## config.mk

```make
export PLATFORM = sky130hd
export DESIGN_NAME = tga_rle_pixel_decoder_unit
export DESIGN_NICKNAME = d
export VERILOG_FILES = /design/src/sv/tgarle_pkg.sv /design/src/sv/tga_rle_pixel_decoder_unit.sv /design/src/sv/tgarle_front.sv /design/src/sv/tgarle_queue.sv /design/src/sv/tgarle_back.sv
export SDC_FILE = /design/constraint.sdc
export NUM_CORES = 1
export LEC_CHECK = 0
export BUFFER_PORTS_ARGS = -buffer_cell sky130_fd_sc_hd__buf_2
export CAP_MARGIN = 40
export CORE_ASPECT_RATIO = 1.75
export CORE_UTILIZATION = 40
export CTS_CLUSTER_SIZE = 12
export DETAILED_ROUTE_END_ITERATION = 10
export PLACE_DENSITY = 0.54
export RECOVER_POWER = 25
export SLEW_MARGIN = 5
export SYNTH_ARGS = -nofsm -noshare
export SYNTH_HDL_FRONTEND = slang
export SYNTH_SLANG_ARGS = --single-unit
```

## constraint.sdc

```tcl
create_clock -name i_clk -period 7.35 [get_ports i_clk]
set_clock_uncertainty 0.2 [all_clocks]
set_input_delay 1.1025 -clock i_clk [delete_from_list [all_inputs] [get_ports i_clk]]
set_output_delay 1.1025 -clock i_clk [all_outputs]
set_load 0.005 [all_outputs]
```

## src/sv/tgarle_pkg.sv

```systemverilog
`timescale 1ns / 1ps

package tgarle_pkg;

    // Packet header layout.
    localparam int unsigned HDR_REPEAT_BIT = 7;
    localparam logic [6:0]  HDR_COUNT_MASK = 7'h7f;

    // Field widths.
    localparam int unsigned BYTE_W  = 8;
    localparam int unsigned PIXEL_W = 32;
    localparam int unsigned RUN_W   = 8;
    localparam int unsigned PBYTES_W = 3;

    // Register map: index is the word address.
    localparam logic REG_PIXEL_BYTES  = 1'b0;
    localparam logic REG_IMAGE_PIXELS = 1'b1;

    localparam logic [PBYTES_W-1:0] PIXEL_BYTES_RESET  = 3'd4;
    localparam logic [31:0]         IMAGE_PIXELS_RESET = 32'd1;

    // Depth of the job queue between the front and back ends.
    localparam int unsigned QUEUE_DEPTH = 2;

    // One decoded pixel and the number of times it is to be emitted.
    typedef struct packed {
        logic [PIXEL_W-1:0] pix;
        logic [RUN_W-1:0]   cnt;
        logic               done;
    } t_job;

    // Job hand-off from the front end to the queue.
    typedef struct packed {
        logic valid;
        t_job job;
    } t_job_push;

endpackage

```

## src/sv/tga_rle_pixel_decoder_unit.sv

```systemverilog
`timescale 1ns / 1ps

// TGA run-length pixel decoder. Compressed image bytes enter one word per
// cycle through a push/full queue port; decoded pixels leave through an
// empty/pop queue port, up to two per word. A front end parses packet headers
// and assembles pixels byte by byte and places each completed pixel, with its
// repeat count, into a two-entry job queue; full follows that queue. The back
// end emits one result word per cycle while its output is free, so a repeat
// packet of n pixels fills ceil(n/2) words and a literal pixel one. Pixels past
// the configured image size are dropped. Registers: pixel_bytes at address 0
// and image_pixels at address 4; write them only while the decoder is idle.
module tga_rle_pixel_decoder_unit
    import tgarle_pkg::*;
(
    input  logic                i_clk,
    input  logic                i_rst_n,
    input  logic                i_push,
    output logic                o_full,
    input  logic [BYTE_W-1:0]   i_in_byte,
    input  logic                i_pop,
    output logic                o_empty,
    output logic [PIXEL_W-1:0]  o_pixel_first,
    output logic [PIXEL_W-1:0]  o_pixel_second,
    output logic [1:0]          o_pixel_count,
    output logic                o_run_last,
    output logic                o_image_done,
    input  logic                psel,
    input  logic                penable,
    input  logic                pwrite,
    input  logic [2:0]          paddr,
    input  logic [31:0]         pwdata,
    output logic [31:0]         prdata,
    output logic                pready
);

    logic [PBYTES_W-1:0] r_pixel_bytes;
    logic [31:0]         r_image_pixels;
    logic                cfg_wr;
    logic                accept;
    t_job_push           push;
    t_job                head;
    logic                head_empty;
    logic                head_pop;

    // Configuration registers; byte offset bits are ignored.
    assign pready = 1'b1;
    assign cfg_wr = psel && penable && pwrite;

    always_ff @(posedge i_clk) begin
        if (!i_rst_n) begin
            r_pixel_bytes  <= PIXEL_BYTES_RESET;
            r_image_pixels <= IMAGE_PIXELS_RESET;
        end else if (cfg_wr) begin
            unique case (paddr[2])
                REG_PIXEL_BYTES:  r_pixel_bytes  <= pwdata[PBYTES_W-1:0];
                REG_IMAGE_PIXELS: r_image_pixels <= pwdata;
                default:          r_image_pixels <= r_image_pixels;
            endcase
        end
    end

    always_comb begin
        unique case (paddr[2])
            REG_PIXEL_BYTES:  prdata = {{(32-PBYTES_W){1'b0}}, r_pixel_bytes};
            REG_IMAGE_PIXELS: prdata = r_image_pixels;
            default:          prdata = '0;
        endcase
    end

    assign accept = i_push && !o_full;

    tgarle_front u_front (
        .i_clk          (i_clk),
        .i_rst_n        (i_rst_n),
        .i_accept       (accept),
        .i_in_byte      (i_in_byte),
        .i_pixel_bytes  (r_pixel_bytes),
        .i_image_pixels (r_image_pixels),
        .o_push         (push)
    );

    tgarle_queue u_queue (
        .i_clk   (i_clk),
        .i_rst_n (i_rst_n),
        .i_push  (push),
        .i_pop   (head_pop),
        .o_head  (head),
        .o_full  (o_full),
        .o_empty (head_empty)
    );

    tgarle_back u_back (
        .i_clk          (i_clk),
        .i_rst_n        (i_rst_n),
        .i_head         (head),
        .i_head_empty   (head_empty),
        .o_head_pop     (head_pop),
        .i_pop          (i_pop),
        .o_empty        (o_empty),
        .o_pixel_first  (o_pixel_first),
        .o_pixel_second (o_pixel_second),
        .o_pixel_count  (o_pixel_count),
        .o_run_last     (o_run_last),
        .o_image_done   (o_image_done)
    );

endmodule

```

## src/sv/tgarle_front.sv

```systemverilog
`timescale 1ns / 1ps

module tgarle_front
    import tgarle_pkg::*;
(
    input  logic                i_clk,
    input  logic                i_rst_n,
    input  logic                i_accept,
    input  logic [BYTE_W-1:0]   i_in_byte,
    input  logic [PBYTES_W-1:0] i_pixel_bytes,
    input  logic [31:0]         i_image_pixels,
    output t_job_push           o_push
);

    typedef enum logic [1:0] {
        PH_HEADER,
        PH_REPEAT,
        PH_LITERAL
    } t_phase;

    t_phase             r_phase, n_phase;
    logic [RUN_W-1:0]   r_left, n_left;
    logic [PIXEL_W-1:0] r_asm, n_asm;
    logic [1:0]         r_bip, n_bip;
    logic [31:0]        r_emitted, n_emitted;

    logic [PBYTES_W-1:0] eff_bytes;
    logic [2:0]          bip_inc;
    logic [PIXEL_W-1:0]  asm_next;
    logic [31:0]         remain;
    logic                img_end;
    logic                hdr;
    logic                clip;
    logic [RUN_W-1:0]    left_dec;

    // Effective pixel size: zero acts as one byte, anything above four as four.
    always_comb begin
        if (i_pixel_bytes == '0) begin
            eff_bytes = 3'd1;
        end else if (i_pixel_bytes > 3'd4) begin
            eff_bytes = 3'd4;
        end else begin
            eff_bytes = i_pixel_bytes;
        end
    end

    assign img_end  = (r_emitted >= i_image_pixels);
    assign remain   = i_image_pixels - r_emitted;
    assign hdr      = (r_phase == PH_HEADER) || (r_left == '0);
    assign bip_inc  = {1'b0, r_bip} + 3'd1;
    assign asm_next = r_asm | ({{(PIXEL_W-BYTE_W){1'b0}}, i_in_byte} << {r_bip, 3'b000});
    assign clip     = ({{(32-RUN_W){1'b0}}, r_left} >= remain);
    assign left_dec = r_left - RUN_W'(1);

    // Classify each accepted word and work out the job it produces.
    always_comb begin
        n_phase   = r_phase;
        n_left    = r_left;
        n_asm     = r_asm;
        n_bip     = r_bip;
        n_emitted = r_emitted;
        o_push    = '0;
        if (i_accept && !img_end) begin
            if (hdr) begin
                n_left  = {1'b0, i_in_byte[6:0] & HDR_COUNT_MASK} + RUN_W'(1);
                n_phase = i_in_byte[HDR_REPEAT_BIT] ? PH_REPEAT : PH_LITERAL;
                n_asm   = '0;
                n_bip   = '0;
            end else if (bip_inc < eff_bytes) begin
                n_asm = asm_next;
                n_bip = bip_inc[1:0];
            end else begin
                n_asm          = '0;
                n_bip          = '0;
                o_push.valid   = 1'b1;
                o_push.job.pix = asm_next;
                if (r_phase == PH_REPEAT) begin
                    // A run is clipped to the pixels the image still needs.
                    o_push.job.cnt  = clip ? remain[RUN_W-1:0] : r_left;
                    o_push.job.done = clip;
                    n_emitted       = clip ? i_image_pixels
                                           : r_emitted + {{(32-RUN_W){1'b0}}, r_left};
                    n_left          = '0;
                    n_phase         = PH_HEADER;
                end else begin
                    o_push.job.cnt  = RUN_W'(1);
                    o_push.job.done = (remain == 32'd1);
                    n_emitted       = r_emitted + 32'd1;
                    n_left          = left_dec;
                    if (left_dec == '0) begin
                        n_phase = PH_HEADER;
                    end
                end
            end
        end
    end

    // Decoder state.
    always_ff @(posedge i_clk) begin
        if (!i_rst_n) begin
            r_phase   <= PH_HEADER;
            r_left    <= '0;
            r_asm     <= '0;
            r_bip     <= '0;
            r_emitted <= '0;
        end else begin
            r_phase   <= n_phase;
            r_left    <= n_left;
            r_asm     <= n_asm;
            r_bip     <= n_bip;
            r_emitted <= n_emitted;
        end
    end

endmodule

```

## src/sv/tgarle_queue.sv

```systemverilog
`timescale 1ns / 1ps

module tgarle_queue
    import tgarle_pkg::*;
(
    input  logic      i_clk,
    input  logic      i_rst_n,
    input  t_job_push i_push,
    input  logic      i_pop,
    output t_job      o_head,
    output logic      o_full,
    output logic      o_empty
);

    localparam int unsigned PTR_W = (QUEUE_DEPTH > 1) ? $clog2(QUEUE_DEPTH) : 1;
    localparam int unsigned CNT_W = $clog2(QUEUE_DEPTH + 1);

    t_job             r_mem [QUEUE_DEPTH];
    logic [PTR_W-1:0] r_wr_ptr, r_rd_ptr;
    logic [CNT_W-1:0] r_count;
    logic             do_push, do_pop;

    assign o_full  = (r_count == CNT_W'(QUEUE_DEPTH));
    assign o_empty = (r_count == '0);
    assign o_head  = r_mem[r_rd_ptr];
    assign do_push = i_push.valid && !o_full;
    assign do_pop  = i_pop && !o_empty;

    // Job storage.
    always_ff @(posedge i_clk) begin
        if (do_push) begin
            r_mem[r_wr_ptr] <= i_push.job;
        end
    end

    // Pointers and fill count.
    always_ff @(posedge i_clk) begin
        if (!i_rst_n) begin
            r_wr_ptr <= '0;
            r_rd_ptr <= '0;
            r_count  <= '0;
        end else begin
            if (do_push) begin
                r_wr_ptr <= (r_wr_ptr == PTR_W'(QUEUE_DEPTH - 1)) ? '0 : r_wr_ptr + PTR_W'(1);
            end
            if (do_pop) begin
                r_rd_ptr <= (r_rd_ptr == PTR_W'(QUEUE_DEPTH - 1)) ? '0 : r_rd_ptr + PTR_W'(1);
            end
            if (do_push && !do_pop) begin
                r_count <= r_count + CNT_W'(1);
            end else if (do_pop && !do_push) begin
                r_count <= r_count - CNT_W'(1);
            end
        end
    end

endmodule

```

## src/sv/tgarle_back.sv

```systemverilog
`timescale 1ns / 1ps

module tgarle_back
    import tgarle_pkg::*;
(
    input  logic               i_clk,
    input  logic               i_rst_n,
    input  t_job               i_head,
    input  logic               i_head_empty,
    output logic               o_head_pop,
    input  logic               i_pop,
    output logic               o_empty,
    output logic [PIXEL_W-1:0] o_pixel_first,
    output logic [PIXEL_W-1:0] o_pixel_second,
    output logic [1:0]         o_pixel_count,
    output logic               o_run_last,
    output logic               o_image_done
);

    logic               r_act;
    logic [PIXEL_W-1:0] r_pix;
    logic [RUN_W-1:0]   r_left;
    logic               r_done;
    logic               r_out_valid;

    logic               out_free;
    logic               src_valid;
    logic [PIXEL_W-1:0] cur_pix;
    logic [RUN_W-1:0]   cur_left;
    logic               cur_done;
    logic               pair;
    logic [RUN_W-1:0]   left_n;
    logic               emit;

    // The job in progress comes first, otherwise the queue head.
    assign out_free  = !r_out_valid || i_pop;
    assign src_valid = r_act || !i_head_empty;
    assign cur_pix   = r_act ? r_pix  : i_head.pix;
    assign cur_left  = r_act ? r_left : i_head.cnt;
    assign cur_done  = r_act ? r_done : i_head.done;
    assign pair      = (cur_left >= RUN_W'(2));
    assign left_n    = cur_left - (pair ? RUN_W'(2) : RUN_W'(1));
    assign emit      = src_valid && out_free;
    assign o_head_pop = emit && !r_act;
    assign o_empty    = !r_out_valid;

    // Output word register.
    always_ff @(posedge i_clk) begin
        if (emit) begin
            o_pixel_first  <= cur_pix;
            o_pixel_second <= pair ? cur_pix : '0;
            o_pixel_count  <= pair ? 2'd2 : 2'd1;
            o_run_last     <= (left_n == '0);
            o_image_done   <= (left_n == '0) && cur_done;
        end
    end

    // Run progress and output valid.
    always_ff @(posedge i_clk) begin
        if (!i_rst_n) begin
            r_act       <= 1'b0;
            r_out_valid <= 1'b0;
        end else begin
            if (emit) begin
                r_out_valid <= 1'b1;
                r_act       <= (left_n != '0);
            end else if (i_pop) begin
                r_out_valid <= 1'b0;
            end
        end
    end

    // A run that needs more words keeps its pixel here.
    always_ff @(posedge i_clk) begin
        if (emit) begin
            r_pix  <= cur_pix;
            r_left <= left_n;
            r_done <= cur_done;
        end
    end

endmodule
```

* Yosys cells after proc, flatten, opt, wreduce, memory -nomap -nowiden *
Memories as Yosys holds them, arrays and structs flattened. A register that Yosys moved wholly into a read port is not among the register bits.
Cells that the tools add are included.

cells by class
  bitwise logic cells = 4
  reductions and logical operators = 36
  order comparisons = 5
  eq/ne operators = 4
  muxes and demuxes = 37
  shift-type cells = 1
  add/subtract/negate cells = 11

operators with widths
  operator                                              count
  2-to-1 mux 32 bit                                     5
  2-to-1 mux 42 bit                                     3
  case mux 32 bit (2 select lines)                      1
  2-to-1 mux 8 bit                                      5
  adder 32 x 1 -> 32 bit, second input constant         1
  adder 32 x 8 -> 32 bit                                1
  equality test 32 x 1 -> 1 bit, second input constant  1
  >= comparator 32 bit                                  1
  >= comparator 8 x 32 -> 1 bit                         1
  OR 32 bit                                             1
  << shifter 8 x 5 -> 32 bit                            1
  subtractor 32 bit                                     1
  logical NOT 8 bit                                     3
  2-to-1 mux 2 bit                                      11
  logical AND 1 bit                                     11
  2-to-1 mux 1 bit                                      9
  2-to-1 mux 9 bit                                      1
  adder 7 x 1 -> 8 bit, second input constant           1
  >= comparator 8 x 2 -> 1 bit, second input constant   1
  nonzero test 8 bit                                    1
  subtractor 8 x 1 -> 8 bit, second input constant      1
  subtractor 8 bit                                      1
  logical NOT 1 bit                                     7
  2-to-1 mux 3 bit                                      2
  17 further kinds                                      27

storage, ports and cells
  bits in writable memories = 82
  flip-flop bits (word level) = 194
  bits of input ports = 50
  memories kept = 1
  output and inout bits = 103
  word-level logic and storage cells = 118

memories
  memory         depth  bits a word  rd ports  clocked after Yosys merged registers in  write ports  line                text
  u_queue.r_mem  2      41           1         1                                        1            tgarle_queue.sv:18  t_job r_mem [QUEUE_DEPTH];

* Depth between registers and ports, before layout *
  depth after elaboration = 12
  depth in mapped cells = 19
  depth with buffers taken out = 16

* Modules after synthesis *
From an unflattened synthesis, not the netlist that was laid out.

unflattened totals
  cell total of the unflattened synthesis = 1,672
  area total of the unflattened synthesis = 16,335.7 sq um

by module, submodules not included
  module                      times used  area each (sq um)  seq. area each (sq um)  cells each
  tgarle_front                1           7,987.7            1,521.5                 1,105
  tgarle_back                 1           3,478.3            2,352.3                 223
  tgarle_queue                1           3,183.1            2,562.5                 153
  tga_rle_pixel_decoder_unit  1           1,686.6            700.7                   191

* Worst setup path before layout *
OpenSTA, ideal clock, no wires.

  kind = reg-to-reg
  from = register u_front.r_emitted[20]
  to = memory u_queue.r_mem[0][0] (netlist name), enable pin
  required time = 6,710 ps
  library setup time = 440 ps
  slack = 1,993 ps
  cell stages (with the launch flop) = 17
  clock period less this slack = 5,357 ps
  path buffers = 6
  arrival time = 4,717 ps
  cells stage by stage = dfxtp_1 > clkbuf_1 > inv_1 > ha_1 > clkbuf_1 > nand2_1 > nor2_1 > nand3_1 > o211ai_1 > a21oi_2 > nand4b_1 > and2_1 > clkbuf_1 > clkbuf_1 > buf_1 > buf_1 > nor2_1

on the way
  cells in the longest elaborated chain, start to end = 7

RTL lines
  element                                 line                 text
  from (decl)                             tgarle_front.sv:25   logic [31:0] r_emitted, n_emitted;
  from (signal assigned)                  tgarle_front.sv:111  r_emitted <= n_emitted;
  >= comparator 32 bit                    tgarle_front.sv:47   assign img_end = (r_emitted >= i_image_pixels);
  logical NOT 1 bit                       tgarle_front.sv:63   if (i_accept && !img_end) begin
  logical AND 1 bit                       tgarle_front.sv:63
  2-to-1 mux 42 bit                       tgarle_front.sv:63
  logical AND 1 bit                       tgarle_queue.sv:26   assign do_push = i_push.valid && !o_full;
  2-to-1 mux 1 bit                        tgarle_queue.sv:31   if (do_push) begin
  2-to-1 mux 1 bit (implied by the code)  tgarle_queue.sv:32   r_mem[r_wr_ptr] <= i_push.job;
  to (decl)                               tgarle_queue.sv:18

Every way passes these cells.

==> results.json <==
{
  "rsz0062_at_grt": "no",
  "clock-sinks": 277,
  "fill_cells": 3889,
  "grt-ovfl-total": 0,
  "final_cells": 2299,
  "met1_usage": 0.229,
  "ys_seq_area_frac": 0.460,
  "whs_path_depth": 2,
  "cap_violations": 4,
  "power_w": 0.00491,
  "routed_via_density": 5.64,
  "yosys-top-cells-area": "edfxtp_1, dfxtp_1, a21oi_1, ha_1, nand2_1",
  "synthAdderAreaFrac": 0.0522,
  "drive_above_1_share": 0.110,
  "synth_top_family_by_area": "simple AND/OR/NAND/NOR gates",
  "netlist_instances": 1692,
  "synth_nets": 1805,
  "synth_simple_gate_area_frac": 0.187,
  "fmax_ghz": 0.163,
  "violations": "capacitance limit, slew limit",
  "muxShareOfSynthArea": 0.0483,
  "setup_violations": 0,
  "worst_ep_required_time_ns": 7.56,
  "grt_pass1_vias": 12786,
  "die_w_um": 151,
  "wl_um": 45500,
  "avgSynthCellArea_um2": 9.18,
  "initial_core_util": 0.406,
  "synthToLayoutAreaGrowth_pct": 12.2,
  "first_pass_iters": 5,
  "min_from": "u_front.r_asm[22]",
  "gr-usage-met3": 0.0215,
  "ios": 153,
  "timing.final.crit_share": 0.837,
  "holdPathEnd": "u_front.r_asm[22]",
  "status": "finished, violations left",
  "final_nets": 1904,
  "grt_max_degree": 79,
  "crit_type": "reg -> reg",
  "slew_headroom": -1.35,
  "postCtsHoldBufs": 0,
  "drt_iter0_markers": 818,
  "finalCriticalPeriod_ns": 6.15,
  "die_y_um": 263,
  "clock-root-buffer": "clkbuf_16",
  "core_um2": 38300,
  "cp_data_arrival_time_ns": 6.35,
  "synth_xor_area_frac": 0.0327,
  "io_buffers": 149,
  "start_kind": "register",
  "powerDensity_nw_per_um2": 282,
  "dp_cells": 2245,
  "worst-r2r-setup-slack_ns": 1.20,
  "async_flop_share": 0,
  "hpwl_um": 34200,
  "routabilityCongestion": 0.944,
  "hold_violations": 0,
  "antenna_left": 0,
  "synth.top_cell.area_share": 0.307,
  "grt_antenna_before_repair": 0,
  "hold_class": "reg -> reg",
  "row_count": 95,
  "tns_ns": 0,
  "ys_warn_count": 0,
  "p_leak_nw": 6.42,
  "synth-compound-area-share": 0.176,
  "insertion_delay_ns": 0.57,
  "yosys_most_used_dff": "edfxtp_1",
  "slew_viol_final": 173,
  "grtUsageMet2": 0.448,
  "endpoint_kind": "register",
  "clk_pin_slew_worst_paths_ns": 0.07,
  "htree_num_levels": 1,
  "crit_fanout": 36,
  "route.detailed.wl_per_inst_um": 19.8,
  "vias": 12971,
  "cts_buffers": 29,
  "top_usage_layer": "met2",
  "synth_area_um2": 15500,
  "rr_worst_depth": 14,
  "synth.distinct_cells": 77,
  "cts_buffer_depth": 3,
  "ys_ff_latch": 277,
  "die_area_um2": 39700,
  "grt_pass1_wl_um": 70500,
  "drc": 0,
  "yosysTopAreaCell": "edfxtp_1",
  "ir_worst_vdd_mv": 0.169,
  "grt_usage": 0.230,
  "tightest_slew_ns": 3.52,
  "post_cts.repair.setup_buffers": 0,
  "synth-edff-count": 159,
  "cts_tree": "built",
  "r2r-end": "u_back.r_act",
  "n_antenna_cell": 0,
  "cts.repair.resized": 0
}
==> through the flow <==
| stage | util | area, µm² | setup WS [ns] | hold WS [ns] |
|---|---|---|---|---|
| after floorplan | - | 15500 | 1.99 | 0.238 |
| after global placement | 0.434 | 16600 | 1.67 | 0.248 |
| after detailed placement | 0.436 | 16700 | 1.69 | 0.255 |
| after CTS | 0.458 | 17500 | 1.63 | 0.271 |
| after global routing | 0.455 | 17400 | 0.714 | 0.288 |
| final | 0.455 | 17400 | 1.20 | 0.269 |
==> per-layer routing <==
layer,vias up,part of all wire
met5,-,0
met1,6197,0.35
li1,6305,-
met3,123,0.032
met4,0,0.057
met2,346,0.56
==> worst max-delay path: stages, from the launching register on <==
cell      delay [ns]
dfxtp_1         0.55
clkbuf_1        1.91
mux2i_1         0.33
nor2_1          0.06
a21oi_1         0.22
nand2_1         0.13
nor4b_2         0.45
inv_1           0.21
fa_1            0.52
nand3_1         0.12
xor2_1          0.11
or4_1           0.57
or3_1           0.40
a22oi_1         0.18
nor2_1          0.05
==> cells by family (layout without fill, tap and decap cells) <==
family | count (synthesis) | in the layout
xor+xnor | 58 | 58
simple gates | 600 | 600
buf+inv | 168 | 290
other cells | 1 | 1
compound gates | 451 | 451
mux | 74 | 74
flops | 277 | 277
fa+ha+maj | 63 | 63
==> cell usage in the layout, fill, tap and decap left out, types with 17 or more instances in the layout <==
cell / netlist / layout
clkbuf_1: 77 / 64
xor2_1: 17 / 17
buf_2: 7 / 106
ha_1: 60 / 60
nor3_1: 36 / 36
inv_1: 65 / 64
and2_1: 40 / 38
nor2b_1: 45 / 44
clkbuf_16: 0 / 29
o21ai_0: 116 / 116
dfxtp_1: 118 / 118
mux2i_1: 66 / 66
nand4_1: 21 / 21
xnor2_1: 41 / 41
nand3_1: 36 / 36
a21oi_1: 189 / 189
edfxtp_1: 159 / 159
nand2_1: 191 / 191
nor2_1: 145 / 143
and3_1: 23 / 23
==> layout make-up <==
class                      instances  area [µm²]  share of cell area
clock buffer                      46         800              0.0459
multi-input combinational       1247        7740               0.444
timing repair buffer             171         851              0.0488
sequential                       277        7140               0.409
inverter                          65         244              0.0140
tap                              485         607              0.0348
clock inverter                     8        51.3             0.00294
==> worst max-delay path by stage <==
stage	from	to
5_1_grt	register	u_back.r_act
3_3_place_gp	u_front.r_emitted[0]	u_queue.r_mem[0][2]
4_1_cts	u_front.r_emitted[0]	u_queue.r_mem[0][2]
6_report	register	u_back.r_act
3_5_place_dp	u_front.r_emitted[0]	u_queue.r_mem[0][2]
2_1_floorplan	u_front.r_emitted[20]	u_queue.r_mem[0][0]
==> flip-flops by register name (all words and copies together) (netlist names), 2 cells and up, named ones only <==
register,flops
u_front.r_emitted,32
u_back.r_left,8
u_front.r_phase,2
u_queue.r_mem,82
r_pixel_bytes,3
u_front.r_asm,32
u_queue.r_count,2
u_back.o_pixel_first,32
u_back.o_pixel_second,32
u_back.o_pixel_count,2
u_front.r_bip,2
r_image_pixels,32
u_front.r_left,8
==> synthesized netlist by cell type (4+ instances only) <==
cell and number:
buf_1 12, and3_1 23, a21oi_1 189, and2_1 40, mux2_1 6, or3_1 10
nor2_1 145, a221oi_1 6, and4_1 4, clkbuf_1 77, a211oi_1 5, nand2b_1 9
nor3b_1 7, edfxtp_1 159, a211oi_2 9, o31a_1 6, o31ai_1 10, o22ai_1 16
nor4_1 12, a21o_1 16, a31oi_1 12, buf_4 4, ha_1 60, buf_2 7
xor2_1 17, mux2i_1 66, o21a_1 6, dfxtp_1 118, nor3_1 36, a31o_2 4
o211ai_1 10, o21ai_0 116, nor2b_1 45, inv_1 65, o21ai_1 5, o211a_1 4
or2_2 4, nand3_1 36, nand2_1 191, nand4_1 21, a2111oi_0 4, xnor2_1 41
==> power breakdown <==
part	switching, W	total, W	internal [W]
Combinational	0.000851	0.00136	0.000511
Clock	0.000606	0.00135	0.000747
Sequential	0.000137	0.00219	0.00206
No activity file was read; power rests on OpenSTA's default activity.
